--- config.mk ---
export PLATFORM = sky130hd
export DESIGN_NAME = plin_queue
export DESIGN_NICKNAME = d
export VERILOG_FILES = /design/src/hw/rtl/plin_pkg.sv /design/src/hw/rtl/plin_queue.sv
export SDC_FILE = /design/constraint.sdc
export NUM_CORES = 1
export LEC_CHECK = 0
export BUFFER_PORTS_ARGS = -buffer_cell sky130_fd_sc_hd__buf_2
export CAP_MARGIN = 5
export CORE_MARGIN = 2
export CORE_UTILIZATION = 50
export CTS_BUF_LIST = sky130_fd_sc_hd__clkbuf_2 sky130_fd_sc_hd__clkbuf_4 sky130_fd_sc_hd__clkbuf_8
export CTS_CLUSTER_DIAMETER = 50
export CTS_CLUSTER_SIZE = 25
export DETAILED_ROUTE_END_ITERATION = 16
export GPL_TIMING_DRIVEN = 0
export HOLD_SLACK_MARGIN = 0.05
export PLACE_DENSITY_LB_ADDON = 0.12
export SLEW_MARGIN = 40
export SYNTH_ARGS = -nofsm -noshare
export SYNTH_HDL_FRONTEND = slang
export SYNTH_SLANG_ARGS = --single-unit
--- constraint.sdc ---
create_clock -name clock -period 7.6 [get_ports clock]
set_clock_uncertainty 0.2 [all_clocks]
set_input_delay 0.38 -clock clock [delete_from_list [all_inputs] [get_ports clock]]
set_output_delay 0.38 -clock clock [all_outputs]
set_load 0.05 [all_outputs]
--- src/hw/rtl/plin_pkg.sv ---
package plin_pkg;

   localparam int POINTS          = 3;
   localparam int DATA_WIDTH      = 32;
   localparam int COUNT_WIDTH     = 2;
   localparam int INDEX_WIDTH     = 2;
   localparam int CSR_INDEX_WIDTH = $clog2(2 * POINTS + 1);
   localparam int DIV_STEPS       = DATA_WIDTH - 1;
   localparam int QUEUE_DEPTH     = 2;
   localparam int QUEUE_PTR_WIDTH = $clog2(QUEUE_DEPTH);
   // accepting edge to the edge that takes the result
   localparam int LATENCY         = DIV_STEPS + 8;

   // register map: count first, then x and y of each point in turn
   localparam int CSR_COUNT      = 0;
   localparam int CSR_POINT_BASE = 1;

   localparam logic [COUNT_WIDTH-1:0] RESET_COUNT = 2'd3;
   localparam logic [DATA_WIDTH-1:0]  RESET_X [3] = '{32'd0, 32'd6554, 32'd32768};
   localparam logic [DATA_WIDTH-1:0]  RESET_Y [3] = '{32'd3277, 32'd3277, 32'd6554};

   typedef enum logic [1:0] {
      SRC_EMPTY  = 2'd0,
      SRC_BELOW  = 2'd1,
      SRC_INTERP = 2'd2,
      SRC_HELD   = 2'd3
   } source_type;

   typedef struct packed {
      logic [COUNT_WIDTH-1:0]               count;
      logic [POINTS-1:0][DATA_WIDTH-1:0]    x;
      logic [POINTS-1:0][DATA_WIDTH-1:0]    y;
   } cfg_type;

   typedef struct packed {
      logic                   interp;
      logic [DATA_WIDTH-1:0]  base;
      source_type             source;
      logic [INDEX_WIDTH-1:0] index;
      logic [DATA_WIDTH:0]    dy;
      logic [DATA_WIDTH-1:0]  offset;
      logic [DATA_WIDTH-1:0]  dx;
   } job_type;

   typedef struct packed {
      logic                   valid;
      logic                   interp;
      logic                   neg;
      logic                   ovf;
      logic [DATA_WIDTH-1:0]  base;
      source_type             source;
      logic [INDEX_WIDTH-1:0] index;
      logic [DATA_WIDTH-1:0]  dx;
      logic [DATA_WIDTH-1:0]  rem;
      logic [DIV_STEPS-1:0]   quo;
      logic [DIV_STEPS-1:0]   low;
   } div_stage_type;

endpackage

--- src/hw/rtl/plin_queue.sv ---
module plin_queue (
   input  logic               clock,
   input  logic               reset,
   input  logic               push,
   input  plin_pkg::job_type  wr_data,
   input  logic               pop,
   output plin_pkg::job_type  rd_data,
   output logic               empty,
   output logic               full
);

   plin_pkg::job_type                       mem_ff [plin_pkg::QUEUE_DEPTH];
   logic [plin_pkg::QUEUE_PTR_WIDTH-1:0]    wr_ptr_ff, rd_ptr_ff;
   logic [plin_pkg::QUEUE_PTR_WIDTH:0]      count_ff;
   logic                                    do_push, do_pop;

   assign empty   = (count_ff == '0);
   assign full    = (count_ff == (plin_pkg::QUEUE_PTR_WIDTH + 1)'(plin_pkg::QUEUE_DEPTH));
   assign do_push = push && !full;
   assign do_pop  = pop && !empty;
   assign rd_data = mem_ff[rd_ptr_ff];

   always_ff @(posedge clock) begin
      if (do_push) begin
         mem_ff[wr_ptr_ff] <= wr_data;
      end
   end

   always_ff @(posedge clock) begin
      if (reset) begin
         wr_ptr_ff <= '0;
         rd_ptr_ff <= '0;
         count_ff  <= '0;
      end else begin
         if (do_push) begin
            wr_ptr_ff <= wr_ptr_ff + 1'b1;
         end
         if (do_pop) begin
            rd_ptr_ff <= rd_ptr_ff + 1'b1;
         end
         if (do_push && !do_pop) begin
            count_ff <= count_ff + 1'b1;
         end else if (do_pop && !do_push) begin
            count_ff <= count_ff - 1'b1;
         end
      end
   end

endmodule

Yosys cells after proc, flatten, opt, wreduce, memory -nomap -nowiden --
Memories as Yosys holds them, arrays and structs flattened. A register that Yosys moved wholly into a read port is not among the register bits. Index checks and enable logic that the tools add are counted.
Storage, ports and cells: bits in registers 4, RAM bits 268, input bits 138, memories kept 1
Memories:
- mem_ff | words 2, bits a word 134, rd ports 1, clocked after memory_dff 1, write ports 1, RTL line plin_queue.sv:12 | plin_pkg::job_type mem_ff [plin_pkg::QUEUE_DEPTH];
Cells by class: $add $sub $neg 4, eq/ne operators 1, muxes and demuxes 6, reductions and logical operators 10
Operator list (number):
- $logic_and A1 B1 Y1 | 4
- $logic_not A1 Y1 | 4
- $mux W1 | 4
- $mux W2 | 2
- $add A1 B1 Y1 const B | 2
- $add A2 B1 Y2 const B | 1
- $eq A2 B2 Y1 const B | 1
- $logic_not A2 Y1 | 1
- $reduce_bool A2 Y1 | 1
- $sub A2 B1 Y2 const B | 1

Longest topological paths before layout --
word-level depth 7, mapped depth 6, mapped depth without buffers 6

Least setup slack after synthesis --
OpenSTA, ideal clock, no wires.
path type reg2reg, start point register count_ff[1] in the netlist's numbering, end point memory mem_ff[1][0] in the netlist's numbering, enable pin, setup time 0.510 ns, data arrival time 3.825 ns, data required time 6.890 ns, path slack 3.065 ns, stages on the path, launching flop included 4, path buffers 0, cell sequence dfxtp_1 > nor2b_2 > nor2_1 > and2_1
On the way: cells in the longest elaborated chain, start to end 5
Ends and longest elaborated chain:
- start, declared | RTL line plin_queue.sv:14 | logic [plin_pkg::QUEUE_PTR_WIDTH:0] count_ff;
- start signal, assigned | RTL line plin_queue.sv:42 | count_ff <= count_ff + 1'b1;
- start signal, assigned | RTL line plin_queue.sv:44 | count_ff <= count_ff - 1'b1;
- $eq A2 B2 Y1 | RTL line plin_queue.sv:18 | assign full = (count_ff == (plin_pkg::QUEUE_PTR_WIDTH + 1)'(plin_pkg::QUEUE_DEPTH));
- named net full | RTL line plin_queue.sv:9 | output logic full
- $logic_not A1 Y1 | RTL line plin_queue.sv:19 | assign do_push = push && !full;
- $logic_and A1 B1 Y1 | RTL line plin_queue.sv:19
- named net do_push | RTL line plin_queue.sv:15 | logic do_push, do_pop;
- $mux W1 | RTL line plin_queue.sv:24 | if (do_push) begin
- $mux W1 (not written as such) | RTL line plin_queue.sv:25 | mem_ff[wr_ptr_ff] <= wr_data;
- end, declared | RTL line plin_queue.sv:12
The timed path passes the listed nets, and every way through them passes these cells.

==> results by group <==
Routing
  – 1st-iter DRT viols: between 200 and 300
  – Via density: 4.81
  – WL/cell: approximately 17 µm
  – Drt first pass iters: 4
  – Final wirelength: approximately 20,000 µm
  – Routed via count: between 5,000 and 6,000
  – Drt drc: 0
  – Antenna viol nets, final: 0

Cells and area
  – Layout Nets: approximately 1,000
  – Layout area overhead: 37.3%
  – Layout cell share with drive strength beyond 1: a little over half
  – Util after Layout: 69.4%
  – Layout fillers: 1,347
  – Antenna Cells: 0
  – Multi-input gate area: 1850 µm²
  – Sequential cell area: about 8000 µm²

Floorplan
  – # IOs: 274
  – Die height: around 150 µm
  – DIE AREA: 21,400 µm²
  – Core box area: approximately 20,000 µm²
  – Initial Util: approximately half
  – Rows: 52
  – Die W: 146 µm

Setup path
  – Arr. time, crit path: around 2000 ps
  – CP most frequent cell: buf_6
  – Critical-path maximum fanout: 10
  – Data required, critical path: 7020 ps
  – CP peak stage delay: approximately 330 ps
  – Crit path capture type: output port
  – CP bufs+invs: 4
  – Worst reg2reg endpoint: mem_ff[0][105]
  – FF-to-FF setup slack: 5280 ps
  – CP Launch Type: flip-flop
  – Instance count on the critical path: 5
  – CP max stage cell: dfxtp_1
  – Class of the most critical setup path: reg2out
  – Top delay family on crit path: buffers and inverters
  – Reg2reg start: count_ff[0]
  – Worst-path cell chain: buf_6, buf_6, buf_6, mux2_4, buf_2
  – R2r worst-path depth: 4

Power and ir drop
  – Peak VDD IR: approximately 0.29 mV
  – Power per cell area: 346 nW/µm²
  – Lkg Pwr: ~5.4 nW

STA
  – Final min period: 2540 ps
  – Fmax: a little under 400 MHz
  – Hold slack: 317 ps
  – Slew HR: around two thirds
  – Tcrit/Tclk final: roughly 33%
  – RSZ-0062 raised after global routing: no
  – Final setup fails: 0
  – Worst slew pin tran: ~500 ps
  – Max-slew violation count: 0
  – Total negative slack: 0 ps
  – Final Hold Viols: 0

Global route
  – Number of global-route vias before repair: about 6,300
  – Total grt overflow: 0
  – Gr usage total: 18.5%
  – Initial antenna violation count: 0
  – Global-route wire length before repair: about 31,000 µm
  – Largest net degree at the start of global routing: 70

Synth
  – Synth top area share: between 70 and 80%
  – Async set or reset register ratio after synthesis: 0%
  – Mapped Cells: about 440
  – Mapped Area: 10,100 µm²
  – Ys Warns: 0
  – Count leader, synth: edfxtp_1
  – Area leader, netlist: edfxtp_1
  – #FFs+latches synth: between 200 and 300
  – Post-synth top cells: 268 x edfxtp_1, 74 x mux2_2, 60 x mux2_4
  – Synthesized Nets: about 580
  – Synthesized area per cell: around 23 µm²
  – Synth cell types: 15
  – EDFF count, synth: ~270
  – Synth area leaders: edfxtp_1 79%, mux2_4 8.9%, mux2_2 8.2%
  – Top FF cell, synth: edfxtp_1
  – Sequential area share after synthesis: around 80%

Clock tree
  – Clk_lat worst skew: 550 ps
  – Worst-path clk slew: around 90 ps
  – H-tree lvl count: 1
  – CTS tree: done
  – Clock root buffer: clkbuf_8
  – Clock sinks: 273
  – Inserted Clock Buffers: 26
  – Max clock buf depth: 3

Hold path
  – Hold path cells: 2
  – Min-delay worst type: reg2reg
  – Hold Startpoint: rd_ptr_ff

Run status
  – Status: complete, no violations

Job
  – MaxCap Viol Count: 0

Place
  – GP Congestion: 0.715
  – DP Wirelength: 12,600 µm
  – Port Buf Inserts: ~270
power by group:
part           leakage (nW)  internal (mW)  total, mW  switching (mW)
registers              2.54           1.89       1.93          0.0481
logic                  2.53          0.597       1.90            1.30
clock network         0.292          0.413      0.968           0.555
total                  5.36           2.90       4.80            1.91
state kept, by name (all words and copies together), names as in the netlist, named ones only:
signal	count
mem_ff	268
count_ff	2
wr_ptr_ff	1
rd_ptr_ff	1
layout by cell type, fill, tap and decap left out, types with 3 or more instances in the layout:
master           n
buf_2          280
o21ai_0          3
clkbuf_8        27
inv_8            6
buf_6            8
inv_6            4
edfxtp_1       268
dfxtp_1          5
mux2_2          74
xor2_1           3
dlygate4sd3_1  137
buf_12           3
mux2_4          60
clkinv_8         3
clkinvlp_4       4
nor2_1           5
final cells by class:
cell class / instances / area share [%]
Inverter: 2 / 0.108
Clock inverter: 20 / 1.59
Multi-Input combinational cell: 152 / 13.3
Sequential cell: 273 / 58.6
Buffer: 15 / 0.900
Clock buffer: 28 / 2.73
Timing Repair Buffer: 414 / 20.3
Tap cell: 270 / 2.43
per-layer routing:
layer | part of all wire (%) | GRT usage [%] | up-vias
li1 | - | - | 2644
met1 | 38 | 21.0 | 2752
met4 | 2.1 | 5.05 | 0
met5 | 0 | 0 | -
met3 | 8.5 | 5.88 | 35
met2 | 51 | 33.7 | 218
worst max path at each step:
| stage | startpoint | end | slack [ps] |
|---|---|---|---|
| finish | flip-flop | rd_data[102] | 5060 |
| global route | flip-flop | rd_data[89] | 4970 |
| CTS | flip-flop | rd_data[89] | 5000 |
| detailed placement | push | mem_ff[0][110] | 5210 |
| global placement | push | mem_ff[1][104] | 1620 |
| floorplan | count_ff[1] | mem_ff[1][0] | 3060 |
worst register-to-register path, stage by stage (launching register included):
cell and delay, ps:
dfxtp_1 450, nor2b_2 90, or3_1 420, inv_8 400, buf_16 380
cells by family after synthesis:
logic type	share of synthesized area, %
AOI/OAI and AO/OA	0.247
xor gates and xnor gates	0.260
adders and majority gates	0.124
buffers and inverters	1.31
DFF	80.5
muxes	17.1
and+or+nand+nor	0.457
what timing repair did:
| action | CTS | global route |
|---|---|---|
| hold buffers | 137 | 0 |
| resized for setup | 0 | 0 |
| buffers inserted | 0 | 0 |
| hold endpoints to repair | 273 | 0 |
through the flow:
| step | power, mW | setup WS [ps] | instances | cell area [µm²] |
|---|---|---|---|---|
| 2_1_floorplan | 3.45 | 3060 | 442 | 10100 |
| 3_3_place_gp | 3.82 | 1620 | 985 | 11800 |
| 3_5_place_dp | 3.83 | 5210 | 989 | 11900 |
| 4_1_cts | 4.85 | 5000 | 1174 | 13900 |
| 5_1_grt | 4.99 | 4970 | 1174 | 13900 |
| 6_report | 4.80 | 5060 | 1174 | 13900 |
Note: power is estimated with default switching activity, not from simulation.
