File: config.mk
export PLATFORM = sky130hd
export DESIGN_NAME = plin_front
export DESIGN_NICKNAME = d
export VERILOG_FILES = /design/src/hw/rtl/plin_pkg.sv /design/src/hw/rtl/plin_front.sv
export SDC_FILE = /design/constraint.sdc
export NUM_CORES = 1
export LEC_CHECK = 0
export CORE_AREA = 2 2 164 230
export DETAILED_ROUTE_END_ITERATION = 16
export DIE_AREA = 0 0 166 232
export DONT_BUFFER_PORTS = 1
export PLACE_DENSITY_LB_ADDON = 0.05
export SETUP_SLACK_MARGIN = 0.05
export SYNTH_ARGS = -nofsm -noshare
export SYNTH_HDL_FRONTEND = slang
export SYNTH_SLANG_ARGS = --single-unit
File: constraint.sdc
create_clock -name clock -period 3.55 [get_ports clock]
set_clock_uncertainty 0.1 [all_clocks]
set_input_delay 0.1775 -clock clock [delete_from_list [all_inputs] [get_ports clock]]
set_output_delay 0.1775 -clock clock [all_outputs]
set_load 0.1 [all_outputs]
File: src/hw/rtl/plin_pkg.sv
package plin_pkg;

   localparam int POINTS          = 3;
   localparam int DATA_WIDTH      = 32;
   localparam int COUNT_WIDTH     = 2;
   localparam int INDEX_WIDTH     = 2;
   localparam int CSR_INDEX_WIDTH = $clog2(2 * POINTS + 1);
   localparam int DIV_STEPS       = DATA_WIDTH - 1;
   localparam int QUEUE_DEPTH     = 2;
   localparam int QUEUE_PTR_WIDTH = $clog2(QUEUE_DEPTH);
   // accepting edge to the edge that takes the result
   localparam int LATENCY         = DIV_STEPS + 8;

   // register map: count first, then x and y of each point in turn
   localparam int CSR_COUNT      = 0;
   localparam int CSR_POINT_BASE = 1;

   localparam logic [COUNT_WIDTH-1:0] RESET_COUNT = 2'd3;
   localparam logic [DATA_WIDTH-1:0]  RESET_X [3] = '{32'd0, 32'd6554, 32'd32768};
   localparam logic [DATA_WIDTH-1:0]  RESET_Y [3] = '{32'd3277, 32'd3277, 32'd6554};

   typedef enum logic [1:0] {
      SRC_EMPTY  = 2'd0,
      SRC_BELOW  = 2'd1,
      SRC_INTERP = 2'd2,
      SRC_HELD   = 2'd3
   } source_type;

   typedef struct packed {
      logic [COUNT_WIDTH-1:0]               count;
      logic [POINTS-1:0][DATA_WIDTH-1:0]    x;
      logic [POINTS-1:0][DATA_WIDTH-1:0]    y;
   } cfg_type;

   typedef struct packed {
      logic                   interp;
      logic [DATA_WIDTH-1:0]  base;
      source_type             source;
      logic [INDEX_WIDTH-1:0] index;
      logic [DATA_WIDTH:0]    dy;
      logic [DATA_WIDTH-1:0]  offset;
      logic [DATA_WIDTH-1:0]  dx;
   } job_type;

   typedef struct packed {
      logic                   valid;
      logic                   interp;
      logic                   neg;
      logic                   ovf;
      logic [DATA_WIDTH-1:0]  base;
      source_type             source;
      logic [INDEX_WIDTH-1:0] index;
      logic [DATA_WIDTH-1:0]  dx;
      logic [DATA_WIDTH-1:0]  rem;
      logic [DIV_STEPS-1:0]   quo;
      logic [DIV_STEPS-1:0]   low;
   } div_stage_type;

endpackage

File: src/hw/rtl/plin_front.sv
module plin_front (
   input  logic                                clock,
   input  logic                                reset,
   input  logic                                in_valid,
   input  logic [plin_pkg::DATA_WIDTH-1:0]     query_x,
   input  plin_pkg::cfg_type                   cfg,
   output logic                                push,
   output plin_pkg::job_type                   job
);

   logic                                                f1_valid_ff;
   logic [plin_pkg::DATA_WIDTH-1:0]                     f1_x_ff;
   logic                                                f2_valid_ff;
   logic [plin_pkg::POINTS-1:0]                         ge_ff, ge_in;
   logic [plin_pkg::DATA_WIDTH-1:0]                     offset_ff [plin_pkg::POINTS];
   logic [plin_pkg::DATA_WIDTH-1:0]                     offset_in [plin_pkg::POINTS];
   logic [plin_pkg::DATA_WIDTH-1:0]                     dx_ff   [plin_pkg::POINTS];
   logic [plin_pkg::DATA_WIDTH-1:0]                     dx_in   [plin_pkg::POINTS];
   logic [plin_pkg::DATA_WIDTH:0]                       dy_ff   [plin_pkg::POINTS];
   logic [plin_pkg::DATA_WIDTH:0]                       dy_in   [plin_pkg::POINTS];
   logic [plin_pkg::COUNT_WIDTH-1:0]                    n;

   always_ff @(posedge clock) begin
      if (reset) begin
         f1_valid_ff <= 1'b0;
         f2_valid_ff <= 1'b0;
      end else begin
         f1_valid_ff <= in_valid;
         f2_valid_ff <= f1_valid_ff;
      end
      f1_x_ff   <= query_x;
      ge_ff     <= ge_in;
      offset_ff <= offset_in;
      dx_ff     <= dx_in;
      dy_ff     <= dy_in;
   end

   // per-point compare and per-segment differences, all in parallel
   always_comb begin
      for (int i = 0; i < plin_pkg::POINTS; i++) begin
         ge_in[i]     = $signed(f1_x_ff) >= $signed(cfg.x[i]);
         offset_in[i] = f1_x_ff - cfg.x[i];
         dx_in[i]     = cfg.x[(i + 1) % plin_pkg::POINTS] - cfg.x[i];
         dy_in[i]     = {cfg.y[(i + 1) % plin_pkg::POINTS][plin_pkg::DATA_WIDTH-1],
                         cfg.y[(i + 1) % plin_pkg::POINTS]}
                      - {cfg.y[i][plin_pkg::DATA_WIDTH-1], cfg.y[i]};
      end
   end

   // classify: last matching point wins
   always_comb begin
      n = (cfg.count > plin_pkg::COUNT_WIDTH'(plin_pkg::POINTS)) ?
          plin_pkg::COUNT_WIDTH'(plin_pkg::POINTS) : cfg.count;
      job        = '0;
      job.source = plin_pkg::SRC_EMPTY;
      if (n != '0) begin
         if (!ge_ff[0]) begin
            job.base   = cfg.y[0];
            job.source = plin_pkg::SRC_BELOW;
         end else begin
            for (int i = 0; i < plin_pkg::POINTS; i++) begin
               if (i < int'(n) && ge_ff[i]) begin
                  if (i + 1 < int'(n)) begin
                     if (!ge_ff[(i + 1) % plin_pkg::POINTS]) begin
                        job.interp = 1'b1;
                        job.base   = cfg.y[i];
                        job.source = plin_pkg::SRC_INTERP;
                        job.index  = plin_pkg::INDEX_WIDTH'(i);
                        job.dy     = dy_ff[i];
                        job.offset = offset_ff[i];
                        job.dx     = dx_ff[i];
                     end
                  end else begin
                     job.interp = 1'b0;
                     job.base   = cfg.y[i];
                     job.source = plin_pkg::SRC_HELD;
                     job.index  = plin_pkg::INDEX_WIDTH'(i);
                  end
               end
            end
         end
      end
   end

   assign push = f2_valid_ff;

endmodule

After elaboration in Yosys (flattened, before gate mapping)

Index checks and enable logic that the tools add are counted.

Register bits: 231
Input bits: 229
Output and inout port bits: 135
Logic and storage cells: 43

Add/sub/neg operators: 6
Order comparisons: 7
Muxes and demuxes: 16
Reduce and logical (&&, ||, !) cells: 4

Operators by type and width:

| cell                                                 | number |
|---|---|
| 2-to-1 mux 134 bit                                   | 7 |
| 2-to-1 mux 97 bit                                    | 2 |
| subtractor 32 bit                                    | 4 |
| 2-to-1 mux 37 bit                                    | 3 |
| 2-to-1 mux 99 bit                                    | 1 |
| greater-or-equal comparator 32 bit                   | 3 |
| subtractor 32 x 32 -> 33 bit                         | 2 |
| 2-to-1 mux 34 bit                                    | 1 |
| < comparator 1 x 2 -> 1 bit, first input constant    | 2 |
| logical AND 1 bit                                    | 3 |
| greater-than comparator 2 bit, second input constant | 1 |
| < comparator 2 bit, first input constant             | 1 |
| 2-to-1 mux 2 bit                                     | 1 |
| nonzero test 2 bit                                   | 1 |
| 2-to-1 mux 1 bit                                     | 1 |

Depth between registers and ports, before layout

Word-level depth: 13
Depth in mapped cells: 11
Depth with buffers taken out: 11

Worst setup path before layout

No wires, ideal clock.

Kind: input to output
Start: input port cfg[193] in the netlist's numbering
End: output port job[124] in the netlist's numbering
Data arrival time: 3.760 ns
Slack: -0.488 ns
Cell stages on the path: 8
Path buffers: 3
Cell sequence: clkbuf_1 or2_2 clkbuf_1 nand2_1 inv_2 clkbuf_1 nand3_1 a31oi_1

RTL lines:

| element         | RTL line        | source |
|---|---|---|
| start, declared | plin_front.sv:6 | `input plin_pkg::cfg_type cfg,` |
| end, declared   | plin_front.sv:8 | `output plin_pkg::job_type job` |

==> metrics.txt <==
# TYPE chip_impl_metric gauge
chip_impl_info{name="result_of_the_run",value="finished clean"} 1
chip_impl_metric{name="p_clk_share",unit="%"} 26.8
chip_impl_metric{name="vias",unit=""} 18927
chip_impl_metric{name="dieWidth",unit="um"} 166
chip_impl_metric{name="whs_path_depth",unit=""} 4
chip_impl_metric{name="port-buffer-count",unit=""} 0
chip_impl_info{name="setup_repair_after_global_routing_missed_its_margin",value="false"} 1
chip_impl_metric{name="post_synth_instance_area",unit="um^2"} 18060
chip_impl_metric{name="core-area",unit="um^2"} 36450
chip_impl_metric{name="syn-num-nets",unit=""} 2755
chip_impl_metric{name="numClockSinks",unit=""} 231
chip_impl_metric{name="whs",unit="ns"} 0.01906
chip_impl_metric{name="overflow",unit=""} 0
chip_impl_metric{name="power_per_cell_area",unit="nW/um^2"} 464.3
chip_impl_metric{name="synthesis.yosys.warnings",unit=""} 0
chip_impl_metric{name="peakVddDrop",unit="V"} 0.0004543
chip_impl_metric{name="cts_htree_levels",unit=""} 1
chip_impl_metric{name="clkSlewWorstSetupHoldPaths",unit="ns"} 0.06
chip_impl_metric{name="initial_utilization",unit="%"} 49.53
chip_impl_metric{name="p_comb_share",unit="%"} 43.5
chip_impl_metric{name="finalNetCount",unit=""} 3119
chip_impl_info{name="mostFrequentLayoutCell",value="dlygate4sd3_1"} 1
chip_impl_metric{name="layoutNonFillerInstCount",unit=""} 3148
chip_impl_metric{name="global_route.usage.total",unit="%"} 31.52
chip_impl_metric{name="firstDrtPassIters",unit=""} 6
chip_impl_metric{name="syn_inst",unit=""} 2298
chip_impl_metric{name="detail_routed_via_count_per_cell",unit=""} 6.012
chip_impl_metric{name="timing.final.setup_violations",unit=""} 0
chip_impl_info{name="layout_common_cells",value="279 x dlygate4sd3_1, 230 x dfxtp_1, 222 x ha_1"} 1
chip_impl_metric{name="n_fill_cell",unit=""} 3097
chip_impl_metric{name="avgRoutedWirePerCell",unit="um"} 20.28
chip_impl_metric{name="cp_data_required_time",unit="ns"} 3.90
chip_impl_metric{name="place_hpwl",unit="um"} 47470
chip_impl_metric{name="clock_latency",unit="ns"} 0.57
chip_impl_metric{name="grt_first_pass_wirelength",unit="um"} 99030
chip_impl_info{name="cp-end-kind",value="register"} 1
chip_impl_metric{name="synth-seq-cells",unit=""} 231
chip_impl_info{name="criticalPathCategory",value="primary input to register"} 1
chip_impl_info{name="prevailing_post_synth_register_cell",value="dfxtp_1"} 1
chip_impl_metric{name="worst_slew_margin_rel",unit="%"} 37.82
chip_impl_metric{name="netSwitchingFraction",unit="%"} 39.50
chip_impl_metric{name="final-max-slew-violation-count",unit=""} 0
chip_impl_metric{name="post_route_clock_period_utilization",unit="%"} 95.70
chip_impl_info{name="cts_tree",value="built"} 1
chip_impl_metric{name="gp_routability_congestion",unit=""} 0.9770
chip_impl_metric{name="hold_viol_final",unit=""} 0
chip_impl_metric{name="worst_ep_arrival_time",unit="ns"} 3.75
chip_impl_info{name="worstHoldPathType",value="primary input to register"} 1
chip_impl_metric{name="drv_cap",unit=""} 0
chip_impl_metric{name="pin_count",unit=""} 364
chip_impl_metric{name="fp_rows",unit=""} 83
chip_impl_metric{name="synth_sequential_area_ratio",unit="%"} 25.61
chip_impl_metric{name="total_routed_wirelength",unit="um"} 63850
chip_impl_metric{name="initial_antenna_violation_count",unit=""} 1
chip_impl_metric{name="post-route-drc-count",unit=""} 0
chip_impl_metric{name="number_of_enable_type_register_cells_in_the_synthesized_netlist",unit=""} 0
chip_impl_metric{name="power_report.internal_total",unit="mW"} 6.768
chip_impl_info{name="clock_tree.root_cell",value="clkbuf_16"} 1
chip_impl_metric{name="power.net_switching",unit="mW"} 4.419
chip_impl_metric{name="dr.first_iter.drc_count",unit=""} 1070
chip_impl_metric{name="cp_max_fo",unit=""} 4
chip_impl_metric{name="finalSetupTns",unit="ns"} 0
chip_impl_metric{name="yosys.cell_types.count",unit=""} 82
chip_impl_metric{name="tritoncts.num_buffers",unit=""} 27
chip_impl_metric{name="drive_gt1_share",unit="%"} 13.47
chip_impl_metric{name="synth_async_sr_flop_share",unit="%"} 0
chip_impl_metric{name="detail-route-antenna-nets",unit=""} 0
chip_impl_metric{name="maximum_operating_frequency",unit="MHz"} 294.4
chip_impl_metric{name="dieArea",unit="um^2"} 38510
chip_impl_metric{name="p_seq_share",unit="%"} 29.6
chip_impl_metric{name="leakage",unit="nW"} 10.87
chip_impl_metric{name="grt_pass1_vias",unit=""} 18898
chip_impl_metric{name="post-route-util",unit="%"} 66.11
chip_impl_info{name="critical_path.startpoint_type",value="primary input"} 1
chip_impl_metric{name="period_minus_slack",unit="ns"} 3.397
chip_impl_metric{name="timing.reg2reg.worst_path_depth",unit=""} 11
chip_impl_metric{name="report.power.total",unit="mW"} 11.19
chip_impl_metric{name="die_height",unit="um"} 232
chip_impl_metric{name="grt_start_max_net_pins",unit=""} 98
chip_impl_metric{name="place_inst",unit=""} 2819
chip_impl_metric{name="timing_worst_slew_pin_value",unit="ns"} 0.9314
chip_impl_metric{name="syn-mean-instance-area",unit="um^2"} 7.857
chip_impl_metric{name="clockBufferDepth",unit=""} 3
chip_impl_metric{name="areaGrowthSynthToFinish",unit="%"} 33.46
## power by group through the flow
stage	clock network [mW]	logic (mW)	registers (mW)
after floorplan	0	3.21	3.28
after global placement	0	4.34	3.35
after detailed placement	0	4.37	3.37
after CTS	3.05	4.78	3.31
after global routing	3.15	5.16	3.36
final	3.00	4.87	3.32
## through the flow
stage | setup slack [ns] | area, um^2
after floorplan | 0.3566 | 18110
after global placement | 0.4659 | 20300
after detailed placement | 0.4553 | 20300
after CTS | 0.2668 | 24050
after global routing | 0.06535 | 24100
final | 0.1528 | 24100
## critical path, stage by stage
cell and delay [ns]:
dlygate4sd3_1 0.56, ha_1 0.24, fa_1 0.43, nor2b_1 0.21
o31ai_1 0.15, a211oi_1 0.56, o211ai_1 0.20, a21o_1 0.29
o21bai_1 0.15, a21oi_1 0.09, xnor2_1 0.12, dlygate4sd3_1 0.55
## per-layer routing
metal  vias up  track usage [%]  wire length [um]
met5         -                0                 0
met4         0            10.84              2132
met3       163            4.159              4408
met2       876            57.74             31540
met1      8887            37.76             25770
li1       9001                -                 -
## cell usage after synthesis, types with 25 or more instances
library cell    n  area share (%)
clkbuf_1       85             1.8
nand3_1        69             1.9
o21ai_1        40             1.1
ha_1          222              15
o21ai_0        65             1.8
o21bai_1       29             1.2
a21o_1         91             3.8
nor2b_1        25            0.87
nor2_1        213             4.4
inv_1         211             4.4
xor2_1         56             2.7
a31oi_1        55             1.9
nand2b_1       30             1.0
dfxtp_1       231              26
nand4_1        38             1.3
a21oi_1       179             5.0
a22oi_1        98             4.1
nand2_1       152             3.2
o221ai_1       34             1.6
xnor2_1       109             5.3
o21a_1         26             1.1
## timing repair
action / in CTS / in global routing
gates resized for setup: 0 / 4
setup buffers: 0 / 2
hold buffers: 279 / 0
hold endpoints to repair: 185 / 0
endpoints found under the setup margin: 0 / 5
## cells by family after synthesis
family / after synthesis / synth area share, %
AOI/OAI and AO/OA: 746 / 27.81
and+or+nand+nor: 618 / 15.95
buffers and inverters: 308 / 6.458
DFF: 231 / 25.61
adders and majority gates: 228 / 16.05
xor gates and xnor gates: 165 / 8.004
muxes: 2 / 0.1178
## final timing paths
path | startpoint | endpoint | slack (ns)
setup reg to reg | f1_x_ff[0] | ge_ff[0] | 0.40
hold / removal | cfg[128] | dx_ff[65] | 0.02
hold reg to reg | f1_valid_ff | push | 0.35
setup / recovery | cfg[128] | dx_ff[52] | 0.15
## flip-flops by register name, indices dropped and copies added (netlist names)
register	count
dy_ff	66
dx_ff	64
offset_ff	64
f1_x_ff	32
ge_ff	3
f1_valid_ff	1
push	1
## area by class of cell
| type | count | area (um^2) | area share [%] |
|---|---|---|---|
| multi-input cells | 1759 | 12760 | 52.94 |
| diodes | 1 | 2.502 | 0.01038 |
| repair buffers | 430 | 4364 | 18.11 |
| inverters | 213 | 799.5 | 3.318 |
| clock inverters | 8 | 122.6 | 0.5089 |
| clock buffers | 39 | 840.8 | 3.489 |
| flip-flops and latches | 231 | 4626 | 19.20 |
| well taps | 467 | 584.3 | 2.425 |
(Power assumes the default switching activity.)
